File: config.mk
export PLATFORM = sky130hd
export DESIGN_NAME = sequential_slot_pwm_core
export DESIGN_NICKNAME = d
export VERILOG_FILES = /design/src/hw/rtl/sspwm_pkg.sv /design/src/hw/rtl/sequential_slot_pwm_core.sv /design/src/hw/rtl/sspwm_slot_find.sv /design/src/hw/rtl/sspwm_engine.sv
export SDC_FILE = /design/constraint.sdc
export NUM_CORES = 2
export LEC_CHECK = 0
export ABC_AREA = 1
export BUFFER_PORTS_ARGS = -buffer_cell sky130_fd_sc_hd__buf_4
export CAP_MARGIN = 25
export CORE_MARGIN = 2
export CORE_UTILIZATION = 34
export CTS_CLUSTER_SIZE = 30
export DETAILED_ROUTE_END_ITERATION = 10
export PLACE_DENSITY_LB_ADDON = 0.05
export SLEW_MARGIN = 10
export SYNTH_ARGS = -nofsm -noshare
export SYNTH_HDL_FRONTEND = slang
export SYNTH_HIERARCHICAL = 1
export SYNTH_SLANG_ARGS = --single-unit
File: constraint.sdc
create_clock -name clk -period 11.5 [get_ports clk]
set_input_delay 0 -clock clk [delete_from_list [all_inputs] [get_ports clk]]
set_output_delay 0 -clock clk [all_outputs]
set_load 0.005 [all_outputs]
File: src/hw/rtl/sspwm_pkg.sv
// ----------------------------------------------------------------------------
// sspwm_pkg - shared definitions for the sequential slot PWM
// Operation codes, default sizes and the request and result records that
// travel between the handshake shell and the slot engine.
// ----------------------------------------------------------------------------
package sspwm_pkg;

  // Default channel count and tick counter width.
  localparam int NUM_CHANNELS_DEF = 8;
  localparam int COUNT_BITS_DEF   = 24;

  // Fixed field widths of the request and result channels.
  localparam int OP_W      = 2;
  localparam int CHANNEL_W = 3;
  localparam int WIDTH_W   = 24;
  localparam int PERIOD_W  = 24;
  localparam int PINS_W    = 8;

  // Frame period after reset, in ticks.
  localparam logic [PERIOD_W-1:0] PERIOD_RESET = 24'd20000;

  typedef enum logic [OP_W-1:0] {
    OP_TICK      = 2'd0,
    OP_SET_WIDTH = 2'd1,
    OP_STOP      = 2'd2,
    OP_START     = 2'd3
  } op_t;

  // One request as held in the input register.
  typedef struct packed {
    op_t                  operation;
    logic [CHANNEL_W-1:0] channel;
    logic [WIDTH_W-1:0]   width;
  } item_t;

  // One result as loaded into the output register.
  typedef struct packed {
    logic [PINS_W-1:0] pins;
    logic              frame_start;
    logic              running;
  } result_t;

endpackage

File: src/hw/rtl/sequential_slot_pwm_core.sv
// ----------------------------------------------------------------------------
// sequential_slot_pwm_core - time-multiplexed multichannel PWM
// Channels take consecutive slots of one frame, followed by a rest slot.
// ----------------------------------------------------------------------------
// The core takes one request per clock while the result side is not stalled
// and returns exactly one result per request, in order, from the result
// register. A request lands in an input register; the
// slot engine then updates the frame and slot state and loads the result
// register in one pass, so a new request is taken every cycle as long as the
// result register is empty or being drained in that same cycle. A tick
// request advances time by one tick: at a frame start the pending widths
// are latched, each channel with a non-zero width drives its one-hot pin for
// that many ticks in channel order, and a rest slot of zeros fills the frame
// up to frame_period ticks (the frame stretches when the widths add up to
// more). Set-width, stop and start requests take no time. A stop request
// takes effect at the next frame start and clears the pins. frame_period is
// written through the configuration channel, which is always ready; write it
// only while no request is in flight, and it applies from the next frame.
// After reset the core is running and the first tick starts a frame.
// ----------------------------------------------------------------------------
module sequential_slot_pwm_core #(
  parameter int NUM_CHANNELS = sspwm_pkg::NUM_CHANNELS_DEF,
  parameter int COUNT_BITS   = sspwm_pkg::COUNT_BITS_DEF
) (
  input  logic        clk,
  input  logic        rst_n,
  // Request channel.
  input  logic        in_tvalid,
  output logic        in_tready,
  input  logic [31:0] in_tdata,   // [2:0] channel, [26:3] width, upper bits zero
  input  logic [1:0]  in_tuser,   // [1:0] operation
  // Result channel.
  output logic        out_tvalid,
  input  logic        out_tready,
  output logic [15:0] out_tdata,  // [7:0] pins, [8] frame_start, [9] running
  // Configuration channel for frame_period.
  input  logic        cfg_valid,
  output logic        cfg_ready,
  input  logic [23:0] cfg_data
);

  sspwm_pkg::item_t   item_r;
  sspwm_pkg::item_t   item_nxt;
  logic               in_valid_r;
  logic               out_valid_r;
  sspwm_pkg::result_t result_r;
  sspwm_pkg::result_t result_nxt;
  logic               advance;

  // The input register moves into the engine whenever the result register
  // is free or is being taken this cycle.
  assign advance   = in_valid_r && (!out_valid_r || out_tready);
  assign in_tready = !in_valid_r || advance;
  assign cfg_ready = 1'b1;

  assign item_nxt.operation = sspwm_pkg::op_t'(in_tuser);
  assign item_nxt.channel   = in_tdata[2:0];
  assign item_nxt.width     = in_tdata[26:3];

  sspwm_engine #(
    .NUM_CHANNELS (NUM_CHANNELS),
    .COUNT_BITS   (COUNT_BITS)
  ) u_engine (
    .clk        (clk),
    .rst_n      (rst_n),
    .step       (advance),
    .item       (item_r),
    .cfg_wr     (cfg_valid),
    .cfg_period (cfg_data),
    .result     (result_nxt)
  );

  always_ff @(posedge clk) begin
    if (!rst_n) begin
      in_valid_r  <= 1'b0;
      out_valid_r <= 1'b0;
    end else begin
      if (in_tready) begin
        in_valid_r <= in_tvalid;
      end
      if (advance) begin
        out_valid_r <= 1'b1;
      end else if (out_tready) begin
        out_valid_r <= 1'b0;
      end
    end
  end

  always_ff @(posedge clk) begin
    if (in_tready && in_tvalid) begin
      item_r <= item_nxt;
    end
    if (advance) begin
      result_r <= result_nxt;
    end
  end

  assign out_tvalid = out_valid_r;
  assign out_tdata  = {6'd0, result_r.running, result_r.frame_start, result_r.pins};

endmodule

File: src/hw/rtl/sspwm_slot_find.sv
// ----------------------------------------------------------------------------
// sspwm_slot_find - next occupied channel slot
// Finds the lowest channel at or above a starting slot whose pending or
// latched width, as flagged in the mask, is non-zero.
// ----------------------------------------------------------------------------
module sspwm_slot_find #(
  parameter int NUM_CHANNELS = sspwm_pkg::NUM_CHANNELS_DEF,
  parameter int IDX_W        = 3,
  parameter int SLOT_W       = 4
) (
  input  logic [NUM_CHANNELS-1:0] mask,
  input  logic [SLOT_W:0]         from,
  output logic                    found,
  output logic [IDX_W-1:0]        idx
);

  logic [NUM_CHANNELS-1:0] sel;

  always_comb begin
    for (int i = 0; i < NUM_CHANNELS; i++) begin
      sel[i] = mask[i] && ((SLOT_W+1)'(i) >= from);
    end
  end

  // Scan from the top so the lowest candidate wins.
  always_comb begin
    found = 1'b0;
    idx   = '0;
    for (int i = NUM_CHANNELS - 1; i >= 0; i--) begin
      if (sel[i]) begin
        found = 1'b1;
        idx   = IDX_W'(i);
      end
    end
  end

endmodule

File: src/hw/rtl/sspwm_engine.sv
// ----------------------------------------------------------------------------
// sspwm_engine - frame and slot state of the sequential slot PWM
// Holds the pending and active widths, the frame and slot counters and the
// run flags, and works out the result of one request in a single pass.
// ----------------------------------------------------------------------------
module sspwm_engine #(
  parameter int NUM_CHANNELS = sspwm_pkg::NUM_CHANNELS_DEF,
  parameter int COUNT_BITS   = sspwm_pkg::COUNT_BITS_DEF
) (
  input  logic                              clk,
  input  logic                              rst_n,
  input  logic                              step,
  input  sspwm_pkg::item_t                  item,
  input  logic                              cfg_wr,
  input  logic [sspwm_pkg::PERIOD_W-1:0]    cfg_period,
  output sspwm_pkg::result_t                result
);

  localparam int IDX_W  = (NUM_CHANNELS > 1) ? $clog2(NUM_CHANNELS) : 1;
  localparam int SLOT_W = $clog2(NUM_CHANNELS + 2);
  localparam int SUM_W  = COUNT_BITS + $clog2(NUM_CHANNELS);
  localparam int CHX_W  = IDX_W + sspwm_pkg::CHANNEL_W;
  localparam logic [SLOT_W-1:0] REST_SLOT = SLOT_W'(NUM_CHANNELS);
  localparam logic [SLOT_W-1:0] DONE_SLOT = SLOT_W'(NUM_CHANNELS + 1);

  logic [sspwm_pkg::PERIOD_W-1:0] period_r;
  logic [COUNT_BITS-1:0]          pending_r [NUM_CHANNELS];
  logic [COUNT_BITS-1:0]          pending_nxt [NUM_CHANNELS];
  logic [COUNT_BITS-1:0]          active_r [NUM_CHANNELS];
  logic [COUNT_BITS-1:0]          active_nxt [NUM_CHANNELS];
  logic [NUM_CHANNELS-1:0]        active_nz_r, active_nz_nxt;
  logic [SUM_W-1:0]               sum_r, sum_nxt;
  logic [COUNT_BITS-1:0]          rest_r, rest_nxt;
  logic [SLOT_W-1:0]              slot_r, slot_nxt;
  logic [COUNT_BITS-1:0]          slot_cnt_r, slot_cnt_nxt;
  logic [SUM_W-1:0]               frame_cnt_r, frame_cnt_nxt;
  logic [sspwm_pkg::PINS_W-1:0]   pins_r, pins_nxt;
  logic                           run_r, run_nxt;
  logic                           stop_r, stop_nxt;
  logic                           fstart;

  logic [COUNT_BITS-1:0]          period_eff;
  logic [COUNT_BITS-1:0]          width_cb;
  logic [CHX_W-1:0]               ch_ext;
  logic                           ch_ok;
  logic [IDX_W-1:0]               ch_idx;
  logic [NUM_CHANNELS-1:0]        pend_nz;
  logic [SUM_W-1:0]               period_sum;
  logic                           short_frame;
  logic [SUM_W-1:0]               rest_diff;
  logic [COUNT_BITS-1:0]          rest_new;
  logic [SUM_W-1:0]               frame_new;
  logic                           frame_go;
  logic [NUM_CHANNELS-1:0]        find_mask;
  logic [SLOT_W:0]                find_from;
  logic                           find_hit;
  logic [IDX_W-1:0]               find_idx;
  logic [IDX_W-1:0]               pend_addr;
  logic [COUNT_BITS-1:0]          pend_rd;
  logic [COUNT_BITS-1:0]          act_rd;
  logic [COUNT_BITS-1:0]          rest_sel;
  logic [SLOT_W-1:0]              enter_slot;
  logic [COUNT_BITS-1:0]          enter_cnt;
  logic                           enter_pins_set;
  logic [sspwm_pkg::PINS_W-1:0]   enter_pins;
  logic [IDX_W+1:0]               find_idx_ext;
  logic [COUNT_BITS-1:0]          slot_base;
  logic [SUM_W-1:0]               frame_base;

  // A period of zero counts as one tick.
  assign period_eff = (COUNT_BITS'(period_r) == '0) ? COUNT_BITS'(1) : COUNT_BITS'(period_r);
  assign width_cb   = COUNT_BITS'(item.width);
  assign ch_ext     = CHX_W'(item.channel);
  assign ch_ok      = ch_ext < CHX_W'(NUM_CHANNELS);
  assign ch_idx     = ch_ext[IDX_W-1:0];

  always_comb begin
    for (int i = 0; i < NUM_CHANNELS; i++) begin
      pend_nz[i] = (pending_r[i] != '0);
    end
  end

  // Frame length is the larger of the period and the width sum.
  assign period_sum  = SUM_W'(period_eff);
  assign short_frame = sum_r < period_sum;
  assign rest_diff   = period_sum - sum_r;
  assign rest_new    = short_frame ? rest_diff[COUNT_BITS-1:0] : '0;
  assign frame_new   = short_frame ? period_sum : sum_r;

  assign frame_go = (item.operation == sspwm_pkg::OP_TICK) && run_r &&
                    (frame_cnt_r == '0) && !stop_r;

  assign find_mask = frame_go ? pend_nz : active_nz_r;
  assign find_from = frame_go ? '0 : ((SLOT_W+1)'(slot_r) + (SLOT_W+1)'(1));

  sspwm_slot_find #(
    .NUM_CHANNELS (NUM_CHANNELS),
    .IDX_W        (IDX_W),
    .SLOT_W       (SLOT_W)
  ) u_slot_find (
    .mask  (find_mask),
    .from  (find_from),
    .found (find_hit),
    .idx   (find_idx)
  );

  // One read address per width array.
  assign pend_addr = (item.operation == sspwm_pkg::OP_SET_WIDTH) ? ch_idx : find_idx;
  assign pend_rd   = pending_r[pend_addr];
  assign act_rd    = active_r[find_idx];
  assign rest_sel  = frame_go ? rest_new : rest_r;
  assign find_idx_ext = (IDX_W+2)'(find_idx);

  // Slot entry: next occupied channel, else the rest slot, else done.
  always_comb begin
    enter_slot     = DONE_SLOT;
    enter_cnt      = '0;
    enter_pins_set = 1'b0;
    enter_pins     = '0;
    if (find_hit) begin
      enter_slot     = SLOT_W'(find_idx);
      enter_cnt      = frame_go ? pend_rd : act_rd;
      enter_pins_set = 1'b1;
      for (int j = 0; j < sspwm_pkg::PINS_W; j++) begin
        enter_pins[j] = (find_idx_ext == (IDX_W+2)'(j));
      end
    end else if ((find_from <= (SLOT_W+1)'(REST_SLOT)) && (rest_sel != '0)) begin
      enter_slot     = REST_SLOT;
      enter_cnt      = rest_sel;
      enter_pins_set = 1'b1;
    end
  end

  always_comb begin
    pending_nxt   = pending_r;
    active_nxt    = active_r;
    active_nz_nxt = active_nz_r;
    sum_nxt       = sum_r;
    rest_nxt      = rest_r;
    slot_nxt      = slot_r;
    slot_cnt_nxt  = slot_cnt_r;
    frame_cnt_nxt = frame_cnt_r;
    pins_nxt      = pins_r;
    run_nxt       = run_r;
    stop_nxt      = stop_r;
    fstart        = 1'b0;
    slot_base     = slot_cnt_r;
    frame_base    = frame_cnt_r;
    case (item.operation)
      sspwm_pkg::OP_TICK: begin
        if (run_r) begin
          if ((frame_cnt_r == '0) && stop_r) begin
            run_nxt  = 1'b0;
            stop_nxt = 1'b0;
            pins_nxt = '0;
          end else begin
            if (frame_go) begin
              active_nxt    = pending_r;
              active_nz_nxt = pend_nz;
              rest_nxt      = rest_new;
              frame_base    = frame_new;
              fstart        = 1'b1;
            end
            if (frame_go || (slot_cnt_r == '0)) begin
              slot_nxt  = enter_slot;
              slot_base = enter_cnt;
              if (enter_pins_set) begin
                pins_nxt = enter_pins;
              end
            end
            slot_cnt_nxt  = (slot_base != '0) ? slot_base - COUNT_BITS'(1) : slot_base;
            frame_cnt_nxt = (frame_base != '0) ? frame_base - SUM_W'(1) : frame_base;
          end
        end
      end
      sspwm_pkg::OP_SET_WIDTH: begin
        if (ch_ok) begin
          pending_nxt[ch_idx] = width_cb;
          sum_nxt = sum_r - SUM_W'(pend_rd) + SUM_W'(width_cb);
        end
      end
      sspwm_pkg::OP_STOP: begin
        if (run_r) begin
          stop_nxt = 1'b1;
        end
      end
      sspwm_pkg::OP_START: begin
        if (!run_r) begin
          run_nxt       = 1'b1;
          frame_cnt_nxt = '0;
          slot_cnt_nxt  = '0;
          slot_nxt      = '0;
        end
        stop_nxt = 1'b0;
      end
      default: begin
        run_nxt = run_r;
      end
    endcase
  end

  assign result.pins        = pins_nxt;
  assign result.frame_start = fstart;
  assign result.running     = run_nxt;

  always_ff @(posedge clk) begin
    if (!rst_n) begin
      period_r <= sspwm_pkg::PERIOD_RESET;
    end else if (cfg_wr) begin
      period_r <= cfg_period;
    end
  end

  always_ff @(posedge clk) begin
    if (!rst_n) begin
      for (int i = 0; i < NUM_CHANNELS; i++) begin
        pending_r[i] <= '0;
        active_r[i]  <= '0;
      end
      active_nz_r <= '0;
      sum_r       <= '0;
      rest_r      <= '0;
      slot_r      <= '0;
      slot_cnt_r  <= '0;
      frame_cnt_r <= '0;
      pins_r      <= '0;
      run_r       <= 1'b1;
      stop_r      <= 1'b0;
    end else if (step) begin
      pending_r   <= pending_nxt;
      active_r    <= active_nxt;
      active_nz_r <= active_nz_nxt;
      sum_r       <= sum_nxt;
      rest_r      <= rest_nxt;
      slot_r      <= slot_nxt;
      slot_cnt_r  <= slot_cnt_nxt;
      frame_cnt_r <= frame_cnt_nxt;
      pins_r      <= pins_nxt;
      run_r       <= run_nxt;
      stop_r      <= stop_nxt;
    end
  end

endmodule
Word-level counts from Yosys, hierarchy flattened --
Cells that the tools add are included.
Storage, ports and cells: output and inout port bits 19, register bits after elaboration 573, logic and storage cells 203
Cells by class: $lt $le $gt $ge 15, $add $sub $neg 6, bitwise operators 6, equality and inequality tests 16, reductions and logical operators 48, multiplexer cells 78
Operators with widths (count):
- 24-bit two-way mux | 19
- 27-bit two-way mux | 9
- 24-bit nonzero test | 10
- 192-bit bitwise mux | 1
- 24-bit binary-select mux with 3-bit select | 2
- 24-bit demux with 3-bit select | 1
- 8-bit two-way mux | 7
- 27-bit one-hot mux with 2 select lines | 1
- 24-bit logical NOT | 2
- 24-bit one-hot mux with 2 select lines | 1
- 27-bit by 24-bit adder with 27-bit output | 1
- 27-bit logical NOT | 1
- 27-bit by 24-bit less-than comparator with 1-bit output | 1
- 3-bit two-way mux | 9
- 27-bit nonzero test | 1
- 27-bit by 1-bit subtractor with 27-bit output (second input constant) | 1
- 27-bit by 24-bit subtractor with 27-bit output | 1
- 24-bit by 1-bit subtractor with 24-bit output (second input constant) | 1
- 24-bit subtractor | 1
- 3-bit by 5-bit greater-or-equal comparator with 1-bit output (first input constant) | 4
- 4-bit two-way mux | 5
- 1-bit two-way mux | 19
- 1-bit logical AND | 16
- 5-bit AND reduction | 3
- 30 further kinds | 52

Logic depth before layout (Yosys ltp) --
depth after elaboration 31, gate-level depth with buffers 57, gate-level depth less buffers 51

Modules after synthesis --
Netlist, hierarchy kept.
By module, submodules not included:
- sspwm_engine | times used 1, cells each 4351, area each 29828.6 um^2
- sequential_slot_pwm_core | times used 1, cells each 61, area each 1326.3 um^2
- sspwm_slot_find | times used 1, cells each 41, area each 210.2 um^2

Least setup slack after synthesis --
No wires, ideal clock.
path kind reg-to-reg, start register item_r[27] (netlist name), end register u_engine.sum_r[24], path buffers 7, cell stages (with the launch flop) 48, arrival time 7.151 ns, setup slack 4.233 ns, required time 11.385 ns, path through edfxtp_1 > inv_1 > ha_1 > nand2_1 > nor2_1 > nand4_1 > buf_2 > buf_4 > buf_2 > buf_1 > buf_1 > o41ai_1 > inv_1 > nor3b_2 > or2_4 > a21oi_2 > inv_1 > o21ai_1 > [... 12 more ...] > nand3_1 > nand2_1 > nand2_1 > nand2_1 > nand2_1 > nand2_1 > inv_1 > o21ai_0 > inv_1 > o21ai_0 > inv_1 > nor3_1 > nand3_1 > nand2_1 > a21oi_1 > xor2_1 > o21ai_0 > inv_1
On the way: elaborated cells on any way between the ends 39, those cells by class add/sub: 2; order compare: 8; eq/ne: 1; mux: 14; bitwise: 1; reduce/logical: 13
RTL lines:
- from (decl) | line sequential_slot_pwm_core.sv:42 | sspwm_pkg::item_t item_r;
- from (signal assigned) | line sequential_slot_pwm_core.sv:91 | item_r <= item_nxt;
- 2-bit logical NOT | line sspwm_engine.sv:90 | assign frame_go = (item.operation == sspwm_pkg::OP_TICK) && run_r &&
- 1-bit logical AND (2 in series) | line sspwm_engine.sv:90
- 1-bit logical AND | line sspwm_engine.sv:91 | (frame_cnt_r == '0) && !stop_r;
- 8-bit two-way mux
- net u_engine.find_mask[0] | line sspwm_engine.sv:54 | logic [NUM_CHANNELS-1:0] find_mask;
- 1-bit logical AND | line sspwm_slot_find.sv:21 | sel[i] = mask[i] && ((SLOT_W+1)'(i) >= from);
- 3-bit two-way mux | line sspwm_slot_find.sv:30 | if (sel[i]) begin
- net u_engine.find_idx[1] | line sspwm_engine.sv:57 | logic [IDX_W-1:0] find_idx;
- 3-bit two-way mux | line sspwm_engine.sv:108 | assign pend_addr = (item.operation == sspwm_pkg::OP_SET_WIDTH) ? ch_idx : find_idx;
- 3-bit NOT with 4-bit output (implied by the code) | line sspwm_engine.sv:109 | assign pend_rd = pending_r[pend_addr];
- 24-bit binary-select mux with 3-bit select | line sspwm_engine.sv:109
- 24-bit two-way mux (implied by the code) (2 in series) | line sspwm_engine.sv:109
- 27-bit by 24-bit subtractor with 27-bit output | line sspwm_engine.sv:179 | sum_nxt = sum_r - SUM_W'(pend_rd) + SUM_W'(width_cb);
- 27-bit by 24-bit adder with 27-bit output | line sspwm_engine.sv:179
- to (signal assigned) | line sspwm_engine.sv:233 | sum_r <= sum_nxt;
- to (decl) | line sspwm_engine.sv:32 | logic [SUM_W-1:0] sum_r, sum_nxt;
The timed path passes the listed nets, and every way through them passes these cells. The select of a mux whose other input is x is not followed. A chain may end at the register's enable or synchronous reset.

Worst setup path in the final report --
start register item_r[27] (netlist name), end register u_engine.sum_r[24]
On the way: longest elaborated chain between the ends 22, elaborated cells on any way between the ends 39, those cells by class add/sub: 2; order compare: 8; eq/ne: 1; mux: 14; bitwise: 1; reduce/logical: 13
Ends and longest elaborated chain:
- 2-bit logical NOT * | line sspwm_engine.sv:90
- 1-bit logical AND * (2 in series) | line sspwm_engine.sv:90
- 1-bit logical AND * | line sspwm_engine.sv:91
- 5-bit two-way mux * | line sspwm_engine.sv:94 | assign find_from = frame_go ? '0 : ((SLOT_W+1)'(slot_r) + (SLOT_W+1)'(1));
- net u_engine.find_from[4] | line sspwm_engine.sv:55 | logic [SLOT_W:0] find_from;
- 3-bit by 5-bit greater-or-equal comparator with 1-bit output | line sspwm_slot_find.sv:21
- 1-bit logical AND | line sspwm_slot_find.sv:21
- 3-bit two-way mux (7 in series) | line sspwm_slot_find.sv:30
- 3-bit two-way mux * | line sspwm_slot_find.sv:30
- net u_engine.find_idx[1] | line sspwm_engine.sv:57
- 3-bit two-way mux * | line sspwm_engine.sv:108
- 3-bit NOT with 4-bit output (implied by the code) * | line sspwm_engine.sv:109
- 24-bit binary-select mux with 3-bit select * | line sspwm_engine.sv:109
- 24-bit two-way mux (implied by the code) * (2 in series) | line sspwm_engine.sv:109
- 27-bit by 24-bit subtractor with 27-bit output * | line sspwm_engine.sv:179
- 27-bit by 24-bit adder with 27-bit output * | line sspwm_engine.sv:179
The timed path passes the listed nets; every way through them passes the cells marked *. The select of a mux whose other input is x is not followed.

==> flow_metrics.env <==
export IMPL_wl_per_cell_um=21.6
export IMPL_path_max_fanout=33
export IMPL_tritoncts="built"
export IMPL_async_reset_ff_share_pct=0
export IMPL_syn_avg_cell_area_um2=7.04
export IMPL_num_antenna_cells=0
export IMPL_cts_sinks=573
export IMPL_dp_final_hpwl_mm=86.8
export IMPL_fp_dieH_um=308
export IMPL_cpPeakStageDelay_ns=0.83
export IMPL_hold_violations=0
export IMPL_synth_seq_cells=573
export IMPL_cp_required_ns=12.02
export IMPL_yosys_cell_types_count=67
export IMPL_setup_violations=0
export IMPL_drtIter0Drc=2190
export IMPL_max_cap_viol_count=0
export IMPL_ant_nets=0
export IMPL_layout_min_cycle_time_ns=9.06
export IMPL_wirelength_mm=122
export IMPL_cts_setup_buffers=0
export IMPL_rr_startpoint="item_r[27]"
export IMPL_cp_data_arrival_time_ns=9.58
export IMPL_ys_top_cells_by_area="dfxtp_1 (34%), a21oi_1 (10%), o21ai_0 (10%), inv_1 (7.7%), nand2_1 (7.1%)"
export IMPL_grt_pass1_wl_mm=181
export IMPL_start_util_pct=34.3
export IMPL_maxSlewHeadroom_pct=16.5
export IMPL_dieArea_mm2=0.0947
export IMPL_finalSetupTns_ns=0
export IMPL_grt_pass1_vias=27400
export IMPL_dp_cells=5481
export IMPL_cts_root_buf="clkbuf_16"
export IMPL_finalCritPeriodShare_pct=78.8
export IMPL_crit_type="reg -> reg"
export IMPL_r2r_cells=44
export IMPL_rows=111
export IMPL_fin_cells=5676
export IMPL_rsz0062_at_grt="false"
export IMPL_core_mm2=0.0915
export IMPL_nets=4617
export IMPL_seqCellArea_mm2=0.0119
export IMPL_hp_class="in -> reg"
export IMPL_worstSetupEndpoint="u_engine/sum_r[24]"
export IMPL_clk_pin_slew_ns=0.06
export IMPL_synth_top_area_share_pct=34.1
export IMPL_multi_input_area_mm2=0.0158
export IMPL_finClkSkew_ns=0.0232
export IMPL_antenna_found_initial=1
export IMPL_ff2ff_setup_slack_ns=2.44
export IMPL_slowest_stage="o21ai_4"
export IMPL_netlist_instances=4453
export IMPL_critPathCaptureType="flip-flop"
export IMPL_grt_max_degree=225
export IMPL_worstSetupStartpointType="flip-flop"
export IMPL_final_common_cell="a21oi_1"
export IMPL_first_pass_iters=5
export IMPL_htree_levels=3
export IMPL_fp_dieW_um=308
export IMPL_area_delta_synth_final_pct=14.7
export IMPL_tightest_slew_ns=1.24
export IMPL_drive_above_1_share_pct=8.35
export IMPL_via_per_inst=5.14
export IMPL_yosysTopAreaCell="dfxtp_1"
export IMPL_portBuffers=69
export IMPL_grt_use_total_pct=25.5
export IMPL_place_congestion=0.901
export IMPL_synth_main_ff_cell="dfxtp_1"
export IMPL_max_freq_ghz=0.110
export IMPL_overflow=0
export IMPL_holdWs_ns=0.0299
export IMPL_vias=29200
export IMPL_critPathLaunch="item_r[27]"
export IMPL_drc_errors=0
export IMPL_ios=82
export IMPL_r2r_end="u_engine/sum_r[24]"
export IMPL_cts_buffers=71
export IMPL_final_max_slew_viol_count=0
export IMPL_ys_warn_count=6
export IMPL_synth_enable_flop_cells=39
export IMPL_ys_seq_area_share_pct=37.8
export IMPL_status="complete, no violations"
export IMPL_insertion_delay_ns=0.65
export IMPL_final_cell_mix="a21oi_1 (651), inv_1 (643), o21ai_0 (623), nand2_1 (589), dfxtp_1 (534)"
export IMPL_nFillCells=9711
export IMPL_cts_max_path_buffers=3
export IMPL_syn_cell_area_mm2=0.0314
-- layer usage --
metal / vias up / global-route usage (%) / share of wire, %
li1: 14800 / - / -
met1: 13600 / 35.0 / 47
met2: 571 / 41.4 / 46
met3: 152 / 3.14 / 3.9
met4: 2 / 8.25 / 3.3
met5: - / 0 / 0.0090
-- worst min-delay path by stage --
stage	cells past startpoint	endpoint	startpoint
after floorplan	0	item_r[0]	in_tdata[3]
after global placement	1	item_r[15]	in_tdata[18]
after detailed placement	1	item_r[13]	in_tdata[16]
after CTS	3	u_engine/period_r[4]	cfg_valid
after global routing	3	u_engine/period_r[4]	cfg_valid
final	3	u_engine/period_r[4]	cfg_valid
-- critical path, delay by kind of cell (launching register included) --
family	cells	cell delay (ns)
flops	1	0.42
fa+ha+maj	3	1.11
xor+xnor	1	0.14
buf+inv	11	1.59
simple gates	19	2.70
compound gates	10	2.89
-- metrics by stage --
step	util [%]	worst slack [ns]	instance area [µm²]
2_1_floorplan	-	4.23	31400
3_3_place_gp	35.8	2.29	32700
3_5_place_dp	35.9	2.24	32800
4_1_cts	39.3	2.18	35900
5_1_grt	39.3	1.51	36000
6_report	39.3	2.44	36000
-- registers in the layout, summed over array words and instances (netlist names), 10 cells and up --
name / flops
u_engine/sum_r: 27
item_r: 29
u_engine/rest_r: 24
u_engine/active_r: 192
out_tdata: 10
u_engine/pending_r: 192
u_engine/period_r: 24
u_engine/frame_cnt_r: 27
u_engine/slot_cnt_r: 24
-- logic make-up (layout without fill, tap and decap cells) --
logic type      Yosys count  in the layout  synth area share [%]
compound gates         1550           1550                  26.5
flops                   573            573                  37.8
fa+ha+maj               114            114                  5.15
buf+inv                 980           1012                  12.1
other cells               2              7                0.0239
xor+xnor                 46             46                  1.28
simple gates           1187           1187                  17.0
mux                       1              1                0.0359
-- Yosys cell counts, drive strengths merged (51+ instances only) --
library cell	n
nand3	104
o21ai	647
a21oi	662
nor2	297
ha	89
nand2	625
dfxtp	534
nand4	60
buf	73
o211ai	51
o22ai	104
inv	663
clkbuf	218
-- timing repair --
action                                 4_1_cts  5_1_grt
endpoints found under the hold margin      121        0
resized for setup                            0        0
hold buffers                                71        0
-- layout make-up --
class | instances | area share (%)
well taps | 1186 | 4.13
flip-flops and latches | 573 | 33.0
clock inverters | 19 | 0.932
inverters | 689 | 7.19
repair buffers | 200 | 4.96
multi-input cells | 2905 | 44.1
clock buffers | 104 | 5.77
Power is not shown: default switching activity piles up to over one toggle a cycle in this logic, so the estimate is an artifact.
